`config.mk`:
```
export PLATFORM = sky130hd
export DESIGN_NAME = raid5_divider
export DESIGN_NICKNAME = d
export VERILOG_FILES = /design/src/rtl/core/raid5_pkg.sv /design/src/rtl/core/raid5_divider.sv
export SDC_FILE = /design/constraint.sdc
export NUM_CORES = 1
export LEC_CHECK = 0
export BUFFER_PORTS_ARGS = -buffer_cell sky130_fd_sc_hd__buf_2
export CORE_MARGIN = 4
export CORE_UTILIZATION = 30
export DETAILED_ROUTE_END_ITERATION = 8
export PLACE_DENSITY_LB_ADDON = 0.25
export SYNTH_ARGS = -nofsm -noshare
export SYNTH_HDL_FRONTEND = slang
export SYNTH_SLANG_ARGS = --single-unit
```
`constraint.sdc`:
```
create_clock -name aclk -period 4.61 [get_ports aclk]
set_input_delay 0.6915 -clock aclk [delete_from_list [all_inputs] [get_ports aclk]]
set_output_delay 0.6915 -clock aclk [all_outputs]
set_load 0.01 [all_outputs]
```
`src/rtl/core/raid5_pkg.sv`:
```
`timescale 1ns / 1ps
`default_nettype none
// ----------------------------------------------------------------------------
// RAID5 degraded reader package
// Shared widths, register indexes, request codes and transfer types for the
// RAID5 block reader with single-disk rebuild.
// ----------------------------------------------------------------------------
package raid5_pkg;

    localparam int MAX_DISKS_DEF = 8;
    localparam int MAX_WORDS_DEF = 1024;

    localparam int NDISK_W  = 4;
    localparam int STRIPE_W = 11;
    localparam int MASK_W   = 8;
    localparam int WPD_W    = 11;

    localparam int DISK_IDX_W = 3;
    localparam int WORD_IDX_W = 10;
    localparam int DATA_W     = 32;
    localparam int BLK_W      = 13;

    localparam int PADDR_W = 4;
    localparam int PDATA_W = 32;

    localparam logic [1:0] REG_NUM_DISKS      = 2'd0;
    localparam logic [1:0] REG_STRIPE_WORDS   = 2'd1;
    localparam logic [1:0] REG_PRESENT_MASK   = 2'd2;
    localparam logic [1:0] REG_WORDS_PER_DISK = 2'd3;

    localparam logic REQ_LOAD = 1'b0;
    localparam logic REQ_READ = 1'b1;

    localparam logic [NDISK_W-1:0]  NDISK_RST  = NDISK_W'(2);
    localparam logic [STRIPE_W-1:0] STRIPE_RST = STRIPE_W'(1);
    localparam logic [MASK_W-1:0]   MASK_RST   = '0;
    localparam logic [WPD_W-1:0]    WPD_RST    = '0;
    localparam logic [NDISK_W-1:0]  MIN_DISKS  = NDISK_W'(2);

    // Divider sizing: dividends are block addresses, divisors up to a full stripe.
    localparam int DVD_W      = BLK_W;
    localparam int DVS_W      = NDISK_W + STRIPE_W;
    localparam int DIV_STEPS  = (DVD_W + 1) / 2;
    localparam int DIV_CNT_W  = $clog2(DIV_STEPS);
    localparam int POS_FULL_W = BLK_W + STRIPE_W;

    typedef struct packed {
        logic                  req_type;
        logic [DISK_IDX_W-1:0] disk_index;
        logic [WORD_IDX_W-1:0] word_index;
        logic [DATA_W-1:0]     load_word;
        logic [BLK_W-1:0]      block_addr;
    } raid5_in_t;

    typedef struct packed {
        logic              known;
        logic [DATA_W-1:0] read_word;
    } raid5_out_t;

    typedef struct packed {
        logic             start;
        logic [DVD_W-1:0] dividend;
        logic [DVS_W-1:0] divisor;
    } div_req_t;

    typedef struct packed {
        logic             done;
        logic [DVD_W-1:0] quotient;
        logic [DVD_W-1:0] remainder;
    } div_rsp_t;

endpackage
`default_nettype wire

```
`src/rtl/core/raid5_divider.sv`:
```
`timescale 1ns / 1ps
`default_nettype none
// ----------------------------------------------------------------------------
// RAID5 address divider
// Restoring unsigned divider that retires two quotient bits per cycle and
// pulses done for one cycle when quotient and remainder are ready.
// ----------------------------------------------------------------------------
module raid5_divider
    import raid5_pkg::*;
(
    input  wire logic     aclk,
    input  wire logic     aresetn,
    input  wire div_req_t req,
    output div_rsp_t      rsp
);

    localparam int QW = 2 * DIV_STEPS;

    logic                 busy_reg, busy_next;
    logic                 done_reg, done_next;
    logic [DIV_CNT_W-1:0] cnt_reg, cnt_next;
    logic [QW-1:0]        quo_reg, quo_next;
    logic [DVS_W-1:0]     rem_reg, rem_next;
    logic [DVS_W-1:0]     dvs_reg, dvs_next;

    logic [DVS_W:0] r1, r2;
    logic           b1, b0;

    always_comb begin
        r1 = {rem_reg, quo_reg[QW-1]};
        b1 = (r1 >= {1'b0, dvs_reg});
        if (b1) begin
            r1 = r1 - {1'b0, dvs_reg};
        end
        r2 = {r1[DVS_W-1:0], quo_reg[QW-2]};
        b0 = (r2 >= {1'b0, dvs_reg});
        if (b0) begin
            r2 = r2 - {1'b0, dvs_reg};
        end

        busy_next = busy_reg;
        done_next = 1'b0;
        cnt_next  = cnt_reg;
        quo_next  = quo_reg;
        rem_next  = rem_reg;
        dvs_next  = dvs_reg;

        if (req.start) begin
            busy_next = 1'b1;
            cnt_next  = '0;
            quo_next  = QW'(req.dividend);
            rem_next  = '0;
            dvs_next  = req.divisor;
        end else if (busy_reg) begin
            quo_next = {quo_reg[QW-3:0], b1, b0};
            rem_next = r2[DVS_W-1:0];
            cnt_next = cnt_reg + 1'b1;
            if (cnt_reg == DIV_CNT_W'(DIV_STEPS - 1)) begin
                busy_next = 1'b0;
                done_next = 1'b1;
            end
        end
    end

    always_ff @(posedge aclk) begin
        if (!aresetn) begin
            busy_reg <= 1'b0;
            done_reg <= 1'b0;
            cnt_reg  <= '0;
        end else begin
            busy_reg <= busy_next;
            done_reg <= done_next;
            cnt_reg  <= cnt_next;
        end
        quo_reg <= quo_next;
        rem_reg <= rem_next;
        dvs_reg <= dvs_next;
    end

    assign rsp.done      = done_reg;
    assign rsp.quotient  = quo_reg[DVD_W-1:0];
    assign rsp.remainder = rem_reg[DVD_W-1:0];

endmodule
`default_nettype wire

```
After elaboration in Yosys (flattened, before gate mapping)
Index checks and enable logic that the tools add are counted.

storage, ports and cells
  flip-flop bits (word level) = 49
  bits in latches = 0
  bits in writable memories = 0
  ROM bits = 0
  output and inout bits = 27
  memories = 0

operators by class
  $add $sub $neg = 3
  multipliers = 0
  divide/modulo/power cells = 0
  order comparisons = 2
  equality and inequality tests = 1
  shifts and indexed selects = 0
  multiplexer cells = 8
  bitwise gates (word level) = 2
  reduce and logical (&&, ||, !) cells = 3

operator list
  cell                   count
  $ge A16 B15 Y1         2
  $mux W15               2
  $sub A15 B15 Y15       2
  $mux W13               2
  $mux W1                4
  $add A3 B1 Y3 const B  1
  $eq A3 B3 Y1 const B   1
  $reduce_or A3 Y1       1
  $not A1 Y1             2
  $reduce_bool A2 Y1     1
  $reduce_or A2 Y1       1

Depth between registers and ports, before layout
Gate-level depths: netlist of the first run.

  depth in word-level cells = 5
  gate-level depth with buffers = 22
  mapped depth without buffers = 18

Least setup slack after synthesis of the first run
OpenSTA, ideal clock, no wires.

  path kind = reg-to-reg
  start = reg quo_reg[13]
  end = reg rem_reg[7]
  setup time = 88 ps
  arrival = 4293 ps
  data required time = 4522 ps
  path slack = 229 ps
  stages on the path, launching flop included = 23
  path buffers = 4
  clock period less this slack = 4381 ps
  path through = dfxtp_1 inv_1 ha_1 inv_1 fa_1 a21o_1 a221oi_4 o21ai_2 o21ai_2 buf_6 buf_8 nor3b_1 or2_2 ha_1 clkbuf_1 inv_1 o31ai_1 a31oi_1 a31oi_1 a21o_2 buf_4 o21ai_0 a311oi_2

on the way
  word-level cells in the longest chain between the ends = 4

ends and longest elaborated chain
  item                                                line                                      RTL
  start, declared                                     raid5_divider.sv:22                       logic [QW-1:0] quo_reg, quo_next;
  start signal, assigned                              raid5_divider.sv:75                       quo_reg <= quo_next;
  $sub A15 B15 Y15 or $ge A16 B15 Y1 (tied branches)  raid5_divider.sv:33, raid5_divider.sv:31
  $mux W15 (*)                                        raid5_divider.sv:32                       if (b1) begin
  $sub A15 B15 Y15 or $ge A16 B15 Y1 (tied branches)  raid5_divider.sv:38, raid5_divider.sv:36
  $mux W15 (*)                                        raid5_divider.sv:37                       if (b0) begin
  end signal, assigned                                raid5_divider.sv:76                       rem_reg <= rem_next;
  end, declared                                       raid5_divider.sv:23                       logic [DVS_W-1:0] rem_reg, rem_next;

Every way passes the cells marked *; elsewhere a longest branch is shown, timed or not.
A chain may end at the register's enable or synchronous reset.

Worst setup path after layout of the first run
  start = reg quo_reg[13]
  end = reg rem_reg[3]

Same word-level chain as after synthesis.

==> impl_metrics.csv, run 1 <==
group,metric,value,unit
outcome,status,"finished, final reports clean",
drt,route.detailed.drc,0,
floorplanning,dieHeight,125.8,µm
synth,ys_ff_latch,49,
final_layout,area_growth,18.52,%
power_and_ir_drop,pwr_density_cell,434.9,mW/mm²
global_routing,antenna_found_initial,0,
worst_setup_path,start_kind,"flip-flop",
floorplanning,pin_count,58,
final_layout,fin_nets,557,
synth,async_reset_ff_frac,0,
floorplanning,design.core.area,0.01340,mm²
power_and_ir_drop,power.leakage,2.017,nW
synth,synth_cells,444,
worst_setup_path,cp_data_required_time,4.76,ns
final_layout,drive_gt1_frac,0.3164,
timing,finalSetupTns,0,ns
global_routing,grt_pass1_vias,3547,
drt,wl_per_cell,17.21,µm
synth,synth_enable_flop_cells,28,
worst_setup_path,r2r_setup_slack,0.14,ns
synth,synth.distinct_cells,67,
timing,period_needed,4.475,ns
global_routing,grt_pass1_wl,18160,µm
placement,placed_area,0.004516,mm²
synth,synth_area_per_cell,9.373,µm²
placement,globalplace.congestion,0.8421,
drt,vias_per_cell,5.339,
drt,dr.first_iter.drc_count,254,
placement,portBuffers,57,
timing,clock-skew-final,0.008341,ns
cts,path_clk_slew,0.07,ns
timing,worstMarginPinSlew,0.8664,ns
timing,finalSetupViolCount,0,
worst_setup_path,cp_max_fo,12,
worst_setup_path,end_kind,"flip-flop",
timing,hold_viol,0,
timing,finalMaxSlewViolations,0,
worst_setup_path,setup.worst_path.class,"reg -> reg",
synth,synth.net_count,509,
min_path,hold_class,"reg -> reg",
worst_setup_path,crit_arrival,4.63,ns
final_layout,regArea,0.001261,mm²
floorplanning,num_rows,42,
timing,fin_crit_sh,0.9707,
drt,dr.pass1.iters,4,
global_routing,grt_max_degree,41,
synth,yosysSeqAreaShare,0.3031,
cts,cts_max_level,2,
cts,cts_buffers,5,
global_routing,grt_usage,0.1392,
synth,yosys_warnings,0,
timing,relSlewSlack,0.4224,
final_layout,final_common_cell,"buf_2",
power_and_ir_drop,ir_worst_vdd,0.1765,mV
final_layout,fin_area,0.004932,mm²
drt,ant_nets,0,
flow_run,maxCapViolCount,0,
drt,vias,3572,
global_routing,grt_overflow,0,
placement,dp_hpwl,8494,µm
cts,clk_latency,0.30,ns
timing,fmax,0.2235,GHz
cts,cts_root_buf,"clkbuf_16",
final_layout,final_cell_mix,"57 x buf_2, 33 x nor2_1, 31 x inv_1, 28 x ha_1, 28 x edfxtp_1",
cts,cts.sinks,49,
floorplanning,die_width,125.8,µm
floorplanning,start_util,0.3106,
drt,drt-total-wl,11510,µm
final_layout,diodes,0,
cts,cts_tree,"built",
final_layout,fillers,1349,
synth,syn_area,0.004161,mm²
final_layout,multi_input_area,0.002633,mm²
synth,synth_ff_type,"edfxtp_1",
floorplanning,dieArea,0.01582,mm²
cts,cts_buffer_depth,2,
-- logic make-up (layout without fill, tap and decap cells) --
kind of cell             after synthesis  count (layout)  synth area share
AO/OA/AOI/OAI                        124             125            0.2369
XOR/XNOR                              14              14           0.02946
adder cells (fa/ha/maj)               34              34            0.1058
buffers and inverters                 74             122            0.1007
flip-flops                            49              49            0.3031
multiplexers                          29              29           0.08028
AND/OR/NAND/NOR                      120             120            0.1437
-- power breakdown --
part | internal, mW | switching, mW
logic | 0.519 | 0.648
registers | 0.517 | 0.0422
clock network | 0.255 | 0.164
-- worst max-delay path, cell delays in order (launching register included) --
cell,delay [ns]
dfxtp_1,0.32
inv_2,0.08
ha_1,0.16
inv_1,0.06
fa_2,0.35
a21o_1,0.23
a221oi_4,0.31
o21ai_2,0.10
o21ai_4,0.25
buf_8,0.21
nor3b_1,0.09
or2_2,0.28
ha_1,0.32
inv_1,0.10
o31ai_1,0.41
a31oi_2,0.20
a31oi_4,0.30
a21oi_4,0.10
buf_8,0.16
a41oi_2,0.19
o22ai_1,0.12
-- metal layers --
layer | track usage | up-vias | routed length (µm)
li1 | - | 1752 | -
met1 | 0.1789 | 1723 | 5258
met2 | 0.2420 | 87 | 5548
met3 | 0.02498 | 10 | 563
met4 | 0.03596 | 0 | 141
met5 | 0 | - | 0
-- path summary, 6_finish.rpt --
| kind | start | end | cells after the start |
|---|---|---|---|
| max | quo_reg[13] | rem_reg[3] | 20 |
| min | cnt_reg[2] | done_reg | 2 |
| max reg2reg | quo_reg[13] | rem_reg[3] | 20 |
| min reg2reg | cnt_reg[2] | done_reg | 2 |
-- stage by stage --
step	setup slack, ns	util	hold WS, ns	instances	power, mW
final	0.1351	0.3681	0.4877	669	2.145
after global routing	-0.06571	0.3681	0.5045	669	2.294
after CTS	0.04326	0.3491	0.4880	661	2.017
after detailed placement	0.1057	0.3370	0.4746	653	1.584
after global placement	0.1525	0.3370	0.4826	653	1.578
after floorplan	0.2294	-	0.4493	444	1.344
-- what timing repair did --
action / in CTS / in global routing
setup buffers: 0 / 5
gates resized for setup: 0 / 34
setup endpoints to repair: 0 / 16
hold buffers: 0 / 0
-- layout make-up --
cell class	instances	area share
Clock buffer	6	0.02613
Inverter	32	0.02435
Multi-Input combinational cell	322	0.5337
Clock inverter	2	0.006849
Timing Repair Buffer	82	0.1086
Tap cell	176	0.04465
Sequential cell	49	0.2557
-- Yosys cell counts, types with 7 or more instances --
cell | n | area [µm²]
dfxtp_1 | 21 | 420.4
edfxtp_1 | 28 | 840.8
nor2b_1 | 8 | 50.05
a311oi_1 | 9 | 78.83
nand2_1 | 21 | 78.83
mux2_2 | 19 | 214.0
ha_1 | 32 | 400.4
o21ai_1 | 7 | 35.03
inv_1 | 32 | 120.1
nand3_1 | 17 | 85.08
xnor2_1 | 10 | 87.58
nor2_1 | 33 | 123.9
o21ai_0 | 13 | 65.06
nor3_1 | 9 | 45.04
a21oi_1 | 21 | 105.1
clkbuf_1 | 7 | 26.28
buf_4 | 28 | 210.2
Power figures use the tool's default switching activity.
==> run 2: changes to the inputs <==
--- a/config.mk
+++ b/config.mk
@@ -8,6 +8,7 @@
 export BUFFER_PORTS_ARGS = -buffer_cell sky130_fd_sc_hd__buf_2
 export CORE_MARGIN = 4
 export CORE_UTILIZATION = 30
+export CTS_BUF_LIST = sky130_fd_sc_hd__clkbuf_8
 export DETAILED_ROUTE_END_ITERATION = 8
 export PLACE_DENSITY_LB_ADDON = 0.25
 export SYNTH_ARGS = -nofsm -noshare
==> run 2 against run 1 <==
Against the previous run:
- wire length hardly changed
- setup slack better by 0.011 ns
- final cell count is 1.0% higher
- die area stayed put
- design area is 0.91% higher
- flip-flop and latch count stayed put
- clock skew is 0.0061 ns higher
- first-iteration DRC count is 3.1% higher
- sequential share of layout area is 0.21 points lower
- sequential power hardly changed
- global-route usage is 0.062 points lower
- register-to-register slack hardly changed
- highest routed layer unchanged
==> impl_metrics.csv, run 2 (same netlist as run 1, synthesis figures left out) <==
group,metric,value,unit
timing,fmax,0.2240,GHz
timing,clock-skew-final,0.01443,ns
placement,dp_hpwl,8494,µm
final_layout,drive_gt1_frac,0.3340,
final_layout,fin_nets,564,
final_layout,fin_area,0.004977,mm²
flow_run,maxCapViolCount,0,
placement,placed_area,0.004516,mm²
worst_setup_path,r2r_start,"quo_reg[13]",
worst_setup_path,ff2ff_path_depth,19,
cts,cts_root_buf,"clkbuf_8",
worst_setup_path,setup.worst_path.class,"reg -> reg",
outcome,status,"finished, final reports clean",
global_routing,grt_pass1_vias,3546,
worst_setup_path,crit_arrival,4.69,ns
worst_setup_path,critPathTopFamily,"compound AO/OA/AOI/OAI gates",
cts,path_clk_slew,0.09,ns
global_routing,antenna_found_initial,0,
cts,cts.hold.buffers_added,0,
cts,cts_buffer_depth,2,
final_layout,final_cell_mix,"58 x buf_2, 33 x nor2_1, 32 x inv_1, 28 x edfxtp_1, 27 x ha_1",
worst_setup_path,cp_data_required_time,4.84,ns
drt,dr.pass1.iters,4,
worst_setup_path,worst-path-buf-inv,4,
cts,cts_max_level,2,
floorplanning,dieHeight,125.8,µm
worst_setup_path,critPathMaxStageDelay,0.42,ns
global_routing,grt_max_degree,41,
cts,cts.sinks,49,
min_path,hold_class,"reg -> reg",
global_routing,grt_usage,0.1386,
floorplanning,start_util,0.3106,
final_layout,area_growth,19.60,%
power_and_ir_drop,p_total,2.101,mW
worst_setup_path,start_kind,"flip-flop",
final_layout,diodes,0,
min_path,min_from,"cnt_reg[2]",
drt,drt-total-wl,11520,µm
timing,worstMarginPinSlew,0.9296,ns
power_and_ir_drop,pwr_density_cell,422.2,mW/mm²
drt,route.detailed.drc,0,
worst_setup_path,worstSetupPathDepth,19,
final_layout,final_core_util,0.3714,
floorplanning,num_rows,42,
timing,finalMaxSlewViolations,0,
timing,relSlewSlack,0.3803,
power_and_ir_drop,power.leakage,2.031,nW
floorplanning,pin_count,58,
worst_setup_path,cp_cell_sequence,"inv_2 > ha_1 > inv_1 > fa_2 > a21o_1 > a221oi_4 > o21ai_2 > o21ai_4 > buf_6 > mux2_2 > ha_2 > nand3_1 > nor4_1 > nor3_1 > a31oi_2 > a21o_4 > clkbuf_4 > o21ai_1 > a311oi_2",
power_and_ir_drop,ir_worst_vdd,0.1833,mV
min_path,holdPathStages,2,
drt,ant_nets,0,
worst_setup_path,cp_max_fo,8,
cts,cts_tree,"built",
worst_setup_path,cp_slowest_cell,"ha_2",
final_layout,fillers,1348,
drt,vias_per_cell,5.315,
cts,clk_latency,0.32,ns
placement,portBuffers,57,
floorplanning,design.core.area,0.01340,mm²
final_layout,final_common_cell,"buf_2",
cts,cts_buffers,5,
placement,globalplace.congestion,0.8421,
worst_setup_path,end_kind,"flip-flop",
worst_setup_path,crit_path_start,"quo_reg[13]",
timing,period_needed,4.464,ns
drt,wl_per_cell,17.05,µm
timing,fin_crit_sh,0.9684,
floorplanning,dieArea,0.01582,mm²
timing,hold_viol,0,
timing,finalSetupViolCount,0,
global_routing,grt_pass1_wl,18110,µm
drt,vias,3593,
drt,dr.first_iter.drc_count,262,
floorplanning,die_width,125.8,µm
global_routing,grt_overflow,0,
run 2: stage by stage:
| stage | cells | setup slack [ns] | setup TNS (ns) | hold WS, ns |
|---|---|---|---|---|
| finish | 676 | 0.1457 | 0 | 0.4904 |
| CTS | 661 | 0.03418 | 0 | 0.4919 |
| floorplan | 444 | 0.2294 | 0 | 0.4493 |
| detailed placement | 653 | 0.1057 | 0 | 0.4746 |
| global route | 676 | -0.06652 | -0.1746 | 0.5088 |
| global placement | 653 | 0.1525 | 0 | 0.4826 |
run 2: final timing paths:
check                      to  slack, ns
setup / recovery  rem_reg[11]       0.15
hold / removal       done_reg       0.49
setup reg to reg  rem_reg[11]       0.15
hold reg to reg      done_reg       0.49
run 2: layout make-up:
type	count	area, µm²	share of cell area
flip-flops and latches	49	1262	0.2536
clock buffers	5	68.82	0.01383
repair buffers	90	589.3	0.1184
multi-input cells	321	2679	0.5382
clock inverters	3	37.54	0.007541
well taps	176	220.2	0.04424
inverters	32	120.1	0.02413
run 2: power breakdown:
group	internal, mW	leakage, nW	switching [mW]
Clock	0.158	0.0570	0.157
Combinational	0.557	1.52	0.671
Sequential	0.516	0.451	0.0412
Total	1.23	2.03	0.869
run 2: per-layer routing:
layer | routed length (µm) | global-route usage | up-vias
met5 | 0 | 0 | -
met3 | 608 | 0.02371 | 13
met4 | 183 | 0.03281 | 0
met2 | 5512 | 0.2445 | 90
li1 | - | - | 1763
met1 | 5220 | 0.1771 | 1727
run 2: what timing repair did:
action | CTS | global route
endpoints found under the setup margin | 0 | 16
gates resized for setup | 0 | 41
buffers inserted | 0 | 13
run 2: tightest hold or removal path: cells and delay by family (launching register included):
| family | cells | cell delay [ns] |
|---|---|---|
| flops | 1 | 0.33 |
| simple gates | 2 | 0.13 |
